==> src/hw/rtl/rpsl_pkg.sv <==
`default_nettype none

package rpsl_pkg;

	// Channel count and field widths
	localparam int MOTORS     = 4;
	localparam int MOTOR_W    = 2;
	localparam int RPM_W      = 14;
	localparam int ERR_W      = RPM_W + 1;
	localparam int GAIN_W     = 16;
	localparam int DRIVE_W    = 16;
	localparam int CNT_W      = 8;
	localparam int INTEG_W    = 24;
	localparam int CFG_IDX_W  = 3;
	localparam int CFG_DATA_W = 16;
	localparam int FRAC_W     = 8;

	// Configuration register indexes
	typedef enum logic [CFG_IDX_W-1:0] {
		REG_PROP_GAIN      = 3'd0,
		REG_INTEG_GAIN     = 3'd1,
		REG_FF_GAIN        = 3'd2,
		REG_START_OFFSET   = 3'd3,
		REG_RAMP_STEP      = 3'd4,
		REG_MAX_DRIVE      = 3'd5,
		REG_ERROR_LIMIT    = 3'd6,
		REG_OVERLOAD_TICKS = 3'd7
	} cfg_reg_t;

	// Reset values of the configuration registers
	localparam logic [GAIN_W-1:0]  RST_PROP_GAIN      = 16'd256;
	localparam logic [GAIN_W-1:0]  RST_INTEG_GAIN     = 16'd0;
	localparam logic [GAIN_W-1:0]  RST_FF_GAIN        = 16'd0;
	localparam logic [DRIVE_W-1:0] RST_START_OFFSET   = 16'd0;
	localparam logic [RPM_W-1:0]   RST_RAMP_STEP      = 14'd10;
	localparam logic [DRIVE_W-1:0] RST_MAX_DRIVE      = 16'd1000;
	localparam logic [RPM_W-1:0]   RST_ERROR_LIMIT    = 14'd300;
	localparam logic [CNT_W-1:0]   RST_OVERLOAD_TICKS = 8'd20;

endpackage

`default_nettype wire

==> src/hw/rtl/rpsl_ifs.sv <==
`default_nettype none

// Control tick channel
interface rpsl_in_if;
	logic                          valid;
	logic                          ready;
	logic [rpsl_pkg::MOTOR_W-1:0]  motor_select;
	logic [rpsl_pkg::RPM_W-1:0]    measured_rpm;
	logic [rpsl_pkg::RPM_W-1:0]    set_rpm;
	logic                          ramp_up;

	modport source (output valid, motor_select, measured_rpm, set_rpm, ramp_up, input ready);
	modport sink (input valid, motor_select, measured_rpm, set_rpm, ramp_up, output ready);
endinterface

// Result channel
interface rpsl_out_if;
	logic                              valid;
	logic                              ready;
	logic [rpsl_pkg::MOTOR_W-1:0]      motor_echo;
	logic [rpsl_pkg::DRIVE_W-1:0]      drive_value;
	logic [rpsl_pkg::RPM_W-1:0]        target_rpm;
	logic signed [rpsl_pkg::ERR_W-1:0] speed_error;
	logic                              rpm_fault;

	modport source (output valid, motor_echo, drive_value, target_rpm, speed_error, rpm_fault,
		input ready);
	modport sink (input valid, motor_echo, drive_value, target_rpm, speed_error, rpm_fault,
		output ready);
endinterface

// Configuration write channel
interface rpsl_cfg_if;
	logic                             valid;
	logic                             ready;
	logic [rpsl_pkg::CFG_IDX_W-1:0]   index;
	logic [rpsl_pkg::CFG_DATA_W-1:0]  data;

	modport source (output valid, index, data, input ready);
	modport sink (input valid, index, data, output ready);
endinterface

`default_nettype wire

==> src/hw/rtl/ramped_pi_speed_loop_feedforward.sv <==
// Channel   Dir  Payload                                                   Accepted when
// tick      in   motor_select, measured_rpm, set_rpm, ramp_up              valid & ready
// result    out  motor_echo, drive_value, target_rpm, speed_error, fault   valid & ready
// cfg       in   index, data                                               valid & ready
//
// One item per cycle sustained while the result channel is not stalled; an accepted item goes
// to the input register, then through one pass of ramp, PI and clamp logic into the result.
// Per-motor state is read and written in the same cycle that an item moves to the result
// register, so back-to-back items for the same motor see each other's updates.
// The result register and the input register each hold one item: a stalled result
// channel lets one more item in, then ready drops. cfg is always ready.
// arst_n clears valid flags, configuration to its defaults and all per-motor state.
`default_nettype none

module ramped_pi_speed_loop_feedforward (
	input  wire           clk,
	input  wire           arst_n,
	rpsl_in_if.sink       tick,
	rpsl_out_if.source    result,
	rpsl_cfg_if.sink      cfg
);

	localparam int RPM_W   = rpsl_pkg::RPM_W;
	localparam int ERR_W   = rpsl_pkg::ERR_W;
	localparam int INTEG_W = rpsl_pkg::INTEG_W;
	localparam int DRIVE_W = rpsl_pkg::DRIVE_W;
	localparam int GAIN_W  = rpsl_pkg::GAIN_W;
	localparam int CNT_W   = rpsl_pkg::CNT_W;
	localparam int FRAC_W  = rpsl_pkg::FRAC_W;
	localparam int MOTORS  = rpsl_pkg::MOTORS;
	localparam int P_W     = GAIN_W + 1 + ERR_W;
	localparam int I_W     = GAIN_W + 1 + INTEG_W;
	localparam int FF_W    = RPM_W + GAIN_W;
	localparam int TOT_W   = I_W + 1;
	localparam int FLR_W   = TOT_W - FRAC_W;

	// Configuration registers
	logic [GAIN_W-1:0]  prop_gain_q, integ_gain_q, ff_gain_q;
	logic [DRIVE_W-1:0] start_offset_q, max_drive_q;
	logic [RPM_W-1:0]   ramp_step_q, error_limit_q;
	logic [CNT_W-1:0]   overload_ticks_q;

	// Per-motor state
	logic [RPM_W-1:0]          target_q   [MOTORS];
	logic signed [INTEG_W-1:0] integral_q [MOTORS];
	logic [CNT_W-1:0]          overload_q [MOTORS];
	logic                      windup_q   [MOTORS];
	logic                      fault_q;

	// Input register
	logic                          vld_s1;
	logic [rpsl_pkg::MOTOR_W-1:0]  motor_s1;
	logic [RPM_W-1:0]              meas_s1, set_s1;
	logic                          up_s1;

	// Result register
	logic                          vld_s2;
	logic [rpsl_pkg::MOTOR_W-1:0]  motor_s2;
	logic [DRIVE_W-1:0]            drive_s2;
	logic [RPM_W-1:0]              target_s2;
	logic signed [ERR_W-1:0]       error_s2;
	logic                          fault_s2;

	logic advance, motor_ok;

	// Datapath nets
	logic [RPM_W-1:0]          tgt_old, tgt_new;
	logic [RPM_W:0]            up_sum;
	logic signed [RPM_W+1:0]   dn_diff;
	logic signed [ERR_W-1:0]   err, err_neg;
	logic [RPM_W-1:0]          err_mag;
	logic [CNT_W-1:0]          cnt_inc, cnt_new;
	logic                      raise;
	logic signed [INTEG_W-1:0] integ_old, integ_new;
	logic signed [INTEG_W:0]   integ_sum;
	logic signed [P_W-1:0]     p_prod;
	logic signed [I_W-1:0]     i_prod;
	logic [FF_W-1:0]           ff_prod;
	logic signed [TOT_W-1:0]   total, limit;
	logic signed [FLR_W-1:0]   drv_floor;
	logic                      windup_new;
	logic [DRIVE_W-1:0]        drive_raw, drive_new;

	// Handshake: the input register moves on when the result register is free or being taken
	assign advance    = vld_s1 && (!vld_s2 || result.ready);
	assign tick.ready = !vld_s1 || advance;
	assign cfg.ready  = 1'b1;
	assign motor_ok   = (32'(motor_s1) < MOTORS);

	// Configuration writes
	always_ff @(posedge clk or negedge arst_n) begin
		if (!arst_n) begin
			prop_gain_q      <= rpsl_pkg::RST_PROP_GAIN;
			integ_gain_q     <= rpsl_pkg::RST_INTEG_GAIN;
			ff_gain_q        <= rpsl_pkg::RST_FF_GAIN;
			start_offset_q   <= rpsl_pkg::RST_START_OFFSET;
			ramp_step_q      <= rpsl_pkg::RST_RAMP_STEP;
			max_drive_q      <= rpsl_pkg::RST_MAX_DRIVE;
			error_limit_q    <= rpsl_pkg::RST_ERROR_LIMIT;
			overload_ticks_q <= rpsl_pkg::RST_OVERLOAD_TICKS;
		end else if (cfg.valid) begin
			case (rpsl_pkg::cfg_reg_t'(cfg.index))
				rpsl_pkg::REG_PROP_GAIN:      prop_gain_q      <= cfg.data;
				rpsl_pkg::REG_INTEG_GAIN:     integ_gain_q     <= cfg.data;
				rpsl_pkg::REG_FF_GAIN:        ff_gain_q        <= cfg.data;
				rpsl_pkg::REG_START_OFFSET:   start_offset_q   <= cfg.data;
				rpsl_pkg::REG_RAMP_STEP:      ramp_step_q      <= cfg.data[RPM_W-1:0];
				rpsl_pkg::REG_MAX_DRIVE:      max_drive_q      <= cfg.data;
				rpsl_pkg::REG_ERROR_LIMIT:    error_limit_q    <= cfg.data[RPM_W-1:0];
				rpsl_pkg::REG_OVERLOAD_TICKS: overload_ticks_q <= cfg.data[CNT_W-1:0];
				default: ;
			endcase
		end
	end

	// Capture the incoming item
	always_ff @(posedge clk or negedge arst_n) begin
		if (!arst_n) begin
			vld_s1 <= 1'b0;
		end else if (tick.ready) begin
			vld_s1 <= tick.valid;
		end
	end

	always_ff @(posedge clk) begin
		if (tick.valid && tick.ready) begin
			motor_s1 <= tick.motor_select;
			meas_s1  <= tick.measured_rpm;
			set_s1   <= tick.set_rpm;
			up_s1    <= tick.ramp_up;
		end
	end

	// Ramp step of the target
	always_comb begin
		tgt_old = target_q[motor_s1];
		up_sum  = {1'b0, tgt_old} + {1'b0, ramp_step_q};
		dn_diff = $signed({2'b00, tgt_old}) - $signed({2'b00, ramp_step_q});
		tgt_new = tgt_old;
		if (up_s1) begin
			if (tgt_old != set_s1) begin
				tgt_new = (up_sum > {1'b0, set_s1}) ? set_s1 : up_sum[RPM_W-1:0];
			end
		end else if (tgt_old != '0) begin
			tgt_new = (dn_diff <= $signed({2'b00, ramp_step_q})) ? '0 : dn_diff[RPM_W-1:0];
		end
	end

	// Error and overload count
	always_comb begin
		err     = $signed({1'b0, tgt_new}) - $signed({1'b0, meas_s1});
		err_neg = -err;
		err_mag = err[ERR_W-1] ? err_neg[RPM_W-1:0] : err[RPM_W-1:0];
		cnt_inc = overload_q[motor_s1] + 1'b1;
		raise   = 1'b0;
		cnt_new = '0;
		if (err_mag >= error_limit_q) begin
			if (cnt_inc >= overload_ticks_q) begin
				raise = 1'b1;
			end else begin
				cnt_new = cnt_inc;
			end
		end
	end

	// Integral, frozen while the last output of this motor saturated
	always_comb begin
		integ_old = integral_q[motor_s1];
		integ_sum = {integ_old[INTEG_W-1], integ_old} +
			{{(INTEG_W+1-ERR_W){err[ERR_W-1]}}, err};
		case (integ_sum[INTEG_W:INTEG_W-1])
			2'b01:   integ_new = {1'b0, {(INTEG_W-1){1'b1}}};
			2'b10:   integ_new = {1'b1, {(INTEG_W-1){1'b0}}};
			default: integ_new = integ_sum[INTEG_W-1:0];
		endcase
		if (windup_q[motor_s1]) begin
			integ_new = integ_old;
		end
	end

	// PI sum with feedforward, saturation and floor
	always_comb begin
		p_prod  = $signed({1'b0, prop_gain_q}) * err;
		i_prod  = $signed({1'b0, integ_gain_q}) * integ_new;
		ff_prod = FF_W'(tgt_new) * FF_W'(ff_gain_q);
		total   = $signed({{(TOT_W-DRIVE_W-FRAC_W){1'b0}}, start_offset_q, {FRAC_W{1'b0}}})
			+ {{(TOT_W-P_W){p_prod[P_W-1]}}, p_prod}
			+ {{(TOT_W-I_W){i_prod[I_W-1]}}, i_prod}
			+ $signed({{(TOT_W-DRIVE_W-FRAC_W){1'b0}},
				ff_prod[FRAC_W+DRIVE_W-1:FRAC_W], {FRAC_W{1'b0}}});
		limit   = $signed({{(TOT_W-DRIVE_W-FRAC_W){1'b0}}, max_drive_q, {FRAC_W{1'b0}}});
		drv_floor  = total[TOT_W-1:FRAC_W];
		windup_new = (total > limit);
		drive_raw  = windup_new ? max_drive_q : drv_floor[DRIVE_W-1:0];
		if (!windup_new && drv_floor < $signed({{(FLR_W-DRIVE_W){1'b0}}, start_offset_q})) begin
			drive_new = start_offset_q;
		end else if (drive_raw < start_offset_q) begin
			drive_new = start_offset_q;
		end else begin
			drive_new = drive_raw;
		end
	end

	// Write back per-motor state as the item moves on
	always_ff @(posedge clk or negedge arst_n) begin
		if (!arst_n) begin
			for (int i = 0; i < MOTORS; i++) begin
				target_q[i]   <= '0;
				integral_q[i] <= '0;
				overload_q[i] <= '0;
				windup_q[i]   <= 1'b0;
			end
			fault_q <= 1'b0;
		end else if (advance && motor_ok) begin
			target_q[motor_s1]   <= tgt_new;
			integral_q[motor_s1] <= integ_new;
			overload_q[motor_s1] <= cnt_new;
			windup_q[motor_s1]   <= windup_new;
			fault_q              <= fault_q | raise;
		end
	end

	// Result register
	always_ff @(posedge clk or negedge arst_n) begin
		if (!arst_n) begin
			vld_s2 <= 1'b0;
		end else if (advance) begin
			vld_s2 <= 1'b1;
		end else if (result.ready) begin
			vld_s2 <= 1'b0;
		end
	end

	always_ff @(posedge clk) begin
		if (advance) begin
			motor_s2 <= motor_s1;
			if (motor_ok) begin
				drive_s2  <= drive_new;
				target_s2 <= tgt_new;
				error_s2  <= err;
				fault_s2  <= fault_q | raise;
			end else begin
				drive_s2  <= '0;
				target_s2 <= '0;
				error_s2  <= '0;
				fault_s2  <= fault_q;
			end
		end
	end

	assign result.valid       = vld_s2;
	assign result.motor_echo  = motor_s2;
	assign result.drive_value = drive_s2;
	assign result.target_rpm  = target_s2;
	assign result.speed_error = error_s2;
	assign result.rpm_fault   = fault_s2;

endmodule

`default_nettype wire

==> src/flat_wrapper.sv <==
// flat-port wrapper written by rule: the top's interface ports become plain ports
module ramped_pi_speed_loop_feedforward_flat 
  (clk, arst_n, tick_valid, tick_motor_select, tick_measured_rpm, tick_set_rpm, tick_ramp_up, tick_ready, result_valid, result_motor_echo, result_drive_value, result_target_rpm, result_speed_error, result_rpm_fault, result_ready, cfg_valid, cfg_index, cfg_data, cfg_ready);
  rpsl_in_if tick_i ();
  rpsl_out_if result_i ();
  rpsl_cfg_if cfg_i ();
  input  wire clk;
  input  wire arst_n;
  input wire logic [$bits(tick_i.valid)-1:0] tick_valid;
  input wire logic [$bits(tick_i.motor_select)-1:0] tick_motor_select;
  input wire logic [$bits(tick_i.measured_rpm)-1:0] tick_measured_rpm;
  input wire logic [$bits(tick_i.set_rpm)-1:0] tick_set_rpm;
  input wire logic [$bits(tick_i.ramp_up)-1:0] tick_ramp_up;
  output wire logic [$bits(tick_i.ready)-1:0] tick_ready;
  output wire logic [$bits(result_i.valid)-1:0] result_valid;
  output wire logic [$bits(result_i.motor_echo)-1:0] result_motor_echo;
  output wire logic [$bits(result_i.drive_value)-1:0] result_drive_value;
  output wire logic [$bits(result_i.target_rpm)-1:0] result_target_rpm;
  output wire logic [$bits(result_i.speed_error)-1:0] result_speed_error;
  output wire logic [$bits(result_i.rpm_fault)-1:0] result_rpm_fault;
  input wire logic [$bits(result_i.ready)-1:0] result_ready;
  input wire logic [$bits(cfg_i.valid)-1:0] cfg_valid;
  input wire logic [$bits(cfg_i.index)-1:0] cfg_index;
  input wire logic [$bits(cfg_i.data)-1:0] cfg_data;
  output wire logic [$bits(cfg_i.ready)-1:0] cfg_ready;
  assign tick_i.valid = tick_valid;
  assign tick_i.motor_select = tick_motor_select;
  assign tick_i.measured_rpm = tick_measured_rpm;
  assign tick_i.set_rpm = tick_set_rpm;
  assign tick_i.ramp_up = tick_ramp_up;
  assign tick_ready = tick_i.ready;
  assign result_valid = result_i.valid;
  assign result_motor_echo = result_i.motor_echo;
  assign result_drive_value = result_i.drive_value;
  assign result_target_rpm = result_i.target_rpm;
  assign result_speed_error = result_i.speed_error;
  assign result_rpm_fault = result_i.rpm_fault;
  assign result_i.ready = result_ready;
  assign cfg_i.valid = cfg_valid;
  assign cfg_i.index = cfg_index;
  assign cfg_i.data = cfg_data;
  assign cfg_ready = cfg_i.ready;
  ramped_pi_speed_loop_feedforward u_core (.clk(clk), .arst_n(arst_n), .tick(tick_i), .result(result_i), .cfg(cfg_i));
endmodule
==> config.mk <==
export PLATFORM = sky130hd
export DESIGN_NAME = ramped_pi_speed_loop_feedforward_flat
export DESIGN_NICKNAME = d
export VERILOG_FILES = /design/src/hw/rtl/rpsl_pkg.sv /design/src/hw/rtl/rpsl_ifs.sv /design/src/hw/rtl/ramped_pi_speed_loop_feedforward.sv /design/src/flat_wrapper.sv
export SDC_FILE = /design/constraint.sdc
export NUM_CORES = 2
export LEC_CHECK = 0
export ABC_CLOCK_PERIOD_IN_PS = 55500
export BUFFER_PORTS_ARGS = -buffer_cell sky130_fd_sc_hd__buf_2
export CAP_MARGIN = 20
export CORE_AREA = 2 2 439 267
export DETAILED_ROUTE_END_ITERATION = 8
export DIE_AREA = 0 0 441 269
export GPL_TIMING_DRIVEN = 1
export PLACE_DENSITY = 0.62
export SYNTH_ARGS = -nofsm -noshare
export SYNTH_HDL_FRONTEND = slang
export SYNTH_SLANG_ARGS = --single-unit
==> constraint.sdc <==
create_clock -name clk -period 55.5 [get_ports clk]
set_input_delay 5.55 -clock clk [delete_from_list [all_inputs] [get_ports clk]]
set_output_delay 5.55 -clock clk [all_outputs]
set_load 0.02 [all_outputs]
==> impl_metrics.csv <==
group,metric,value,unit
sta,slew_headroom,0.189,
sta,final_hold_viol_count,0,
synthesis,yosys_warnings,0,
detailed_routing,antenna_left,0,
placement,dp_hpwl,126000,um
floorplan,core_area,115000,sq um
clock_network,cts.sinks,386,
synthesis,synth_edf_count,79,
detailed_routing,wl_per_cell,22.4,um
floorplan,die_w,441,um
clock_network,cts-resized-gates,0,
synthesis,yosysMostFrequentCell,"inv_1",
final_layout,fill_cells,10700,
hold_path,min_from,"u_core.fault_q",
clock_network,path_clk_slew,0.07,ns
worst_setup_path,worst_path_largest_cell_delay,0.68,ns
worst_setup_path,cp.arrival,26.92,ns
floorplan,dieHeight,269,um
final_layout,drive_above_1_share,0.109,
worst_setup_path,critPathSlowestCell,"mux4_2",
clock_network,clock_tree.root_cell,"clkbuf_16",
hold_path,hold_path_depth,2,
worst_setup_path,critPathLaunchType,"register",
clock_network,cts_buffers,40,
worst_setup_path,r2r_cells,101,
worst_setup_path,crit_fanout,30,
grt,grt_util_met1,0.432,
clock_network,h-tree-depth,2,
sta,worst_pin_slew,1.19,ns
synthesis,synthArstFlopShare,0.795,
detailed_routing,viasPerCell,5.59,
placement,place_congestion,0.949,
sta,drv_slew,0,
grt,grt_pass1_wl,247000,um
hold_path,hold_path_class,"register to register",
sta,fmax,37.7,MHz
clock_network,cts_tree,"built",
synthesis,yosysTopAreaCell,"fa_1",
grt,grt_max_degree,77,
detailed_routing,drt-initial-drc-count,3664,
floorplan,die_area,119000,sq um
sta,rsz0062_at_grt,"false",
floorplan,start_util,0.465,
synthesis,synthCells,5646,
final_layout,instances_no_fill,7210,
hold_path,holdPathEnd,"u_core.fault_q",
detailed_routing,drc,0,
outcome,status,"completed",
synthesis,synth_top_area_frac,0.279,
final_layout,synthToLayoutAreaGrowth,7.03,%
floorplan,ios,106,
sta,setup_viol,0,
sta,final.setup_skew,0.0416,ns
run,max-cap-violations,0,
worst_setup_path,critPathRequiredTime,55.86,ns
synthesis,syn-mean-instance-area,9.49,sq um
synthesis,syn_nets,6956,
grt,use_met3,0.0908,
floorplan,num_rows,97,
grt,grt_pass1_vias,39800,
sta,fin_crit,26.56,ns
detailed_routing,drtPass1Iterations,6,
grt,grt_overflow,0,
clock_network,cts_buffer_depth,3,
worst_setup_path,timing.rr.end,"u_core.result.drive_value[8]",
grt,antenna_found_initial,11,
clock_network,insertion_delay,0.64,ns
detailed_routing,vias,40300,
grt,grt.total_usage,0.276,
final_layout,fin_nets,6945,
worst_setup_path,crit_type,"register to register",
worst_setup_path,worst_setup_path_end_kind,"register",
synthesis,synth_flop_cell,"dfrtp_1",
final_layout,multi_input_area,38900,sq um
grt,busiest_layer,"met1",
clock_network,holdBufCountCts,0,
synthesis,ys_types,100,
placement,portBuffers,104,
worst_setup_path,worstReg2RegStart,"u_core.motor_s1[0]",
synthesis,syn-cell-area,53600,sq um
detailed_routing,wirelength,162000,um
synthesis,synth_area_leaders,"fa_1 (28%), dfrtp_1 (14%), ha_1 (12%)",
sta,fin_tns_setup,0,ns
grt,use_met2,0.365,
placement,dpl.cell_count,7126,
clock_network,postCtsSetupRepairBufs,0,
sta,min_period_over_period,0.479,
synthesis,ys_seq_area_frac,0.188,
synthesis,synth_common_cells,"inv_1 (995), nand2_1 (835), fa_1 (746)",
synthesis,ys_ff_latch,386,
final_layout,regArea,10100,sq um
worst_setup_path,rrSetupSlack,28.94,ns
sta,hold_slack,0.466,ns
[cell usage in the layout (no fill, tap or decap), types with 72 or more instances in the layout]
cell,n
mux2_2,218
a21oi_1,164
xnor2_1,130
dfrtp_1,292
nor2_1,130
a21o_1,72
inv_1,994
buf_2,103
fa_1,746
nand2_1,835
buf_4,94
edfxtp_1,79
o21ai_0,142
and2_1,313
ha_1,509
[worst max-delay path, delay by kind of cell, from the launching register on]
family / cells / cell delay (ns)
AO/OA/AOI/OAI: 40 / 9.66
adder cells (fa/ha/maj): 15 / 5.99
AND/OR/NAND/NOR: 26 / 4.33
buffers and inverters: 11 / 3.30
multiplexers: 5 / 1.84
XOR/XNOR: 4 / 0.79
flip-flops: 1 / 0.32
[cells by family (layout without fill, tap and decap cells)]
group | after synthesis | in the layout | synth area share
other | 1 | 10 | 0.0000700
and+or+nand+nor | 1622 | 1622 | 0.143
buffers and inverters | 1249 | 1270 | 0.0886
adders and majority gates | 1255 | 1255 | 0.397
DFF | 386 | 386 | 0.188
AOI/OAI and AO/OA | 650 | 650 | 0.0792
muxes | 292 | 292 | 0.0715
xor gates and xnor gates | 191 | 191 | 0.0319
[worst max-delay path by stage]
stage                       start                            end  slack, ns  cells past startpoint
6_report       u_core.motor_s1[0]   u_core.result.drive_value[8]      28.94                    101
5_1_grt        u_core.motor_s1[0]   u_core.result.drive_value[8]      27.09                    100
4_1_cts        u_core.motor_s1[0]   u_core.result.drive_value[8]      29.30                     99
3_5_place_dp   u_core.motor_s1[0]   u_core.result.drive_value[8]      29.39                     99
3_3_place_gp   u_core.motor_s1[0]   u_core.result.drive_value[5]      29.93                     99
2_1_floorplan  u_core.motor_s1[0]  u_core.result.drive_value[10]      32.53                    101
[stage by stage]
step	area (sq um)	setup WS, ns	utilization
detailed placement	55900	29.39	0.485
CTS	57300	29.30	0.498
global route	57400	27.09	0.498
global placement	55900	29.93	0.485
floorplan	53600	32.53	-
finish	57400	28.94	0.498
[state kept, by name, summed over array words and instances (netlist names), 2 cells and up]
register                   count
u_core.error_limit_q          14
u_core.ff_gain_q              16
u_core.integ_gain_q           16
u_core.integral_q             96
u_core.max_drive_q            16
u_core.meas_s1                14
u_core.motor_s1                2
u_core.overload_q             32
u_core.overload_ticks_q        8
u_core.prop_gain_q            16
u_core.ramp_step_q            14
u_core.result.drive_value     16
u_core.result.motor_echo       2
u_core.result.speed_error     15
u_core.result.target_rpm      14
u_core.set_s1                 14
u_core.start_offset_q         16
u_core.target_q               56
u_core.windup_q                4
[cell type report]
cell class,count,share of cell area
Multi-Input combinational cell,4011,0.678
Sequential cell,386,0.176
Inverter,998,0.0653
Tap cell,1534,0.0335
Timing Repair Buffer,198,0.0215
Clock buffer,46,0.0187
Clock inverter,28,0.00696
Antenna cell,9,0.000393
[metal layers]
metal | vias to the layer above | part of all wire
met3 | 174 | 0.12
met2 | 1838 | 0.38
met1 | 20300 | 0.48
li1 | 18000 | -
met5 | - | 0.00048
met4 | 2 | 0.019
Power is not shown: default switching activity piles up to over one toggle a cycle in this logic, so the estimate is an artifact.
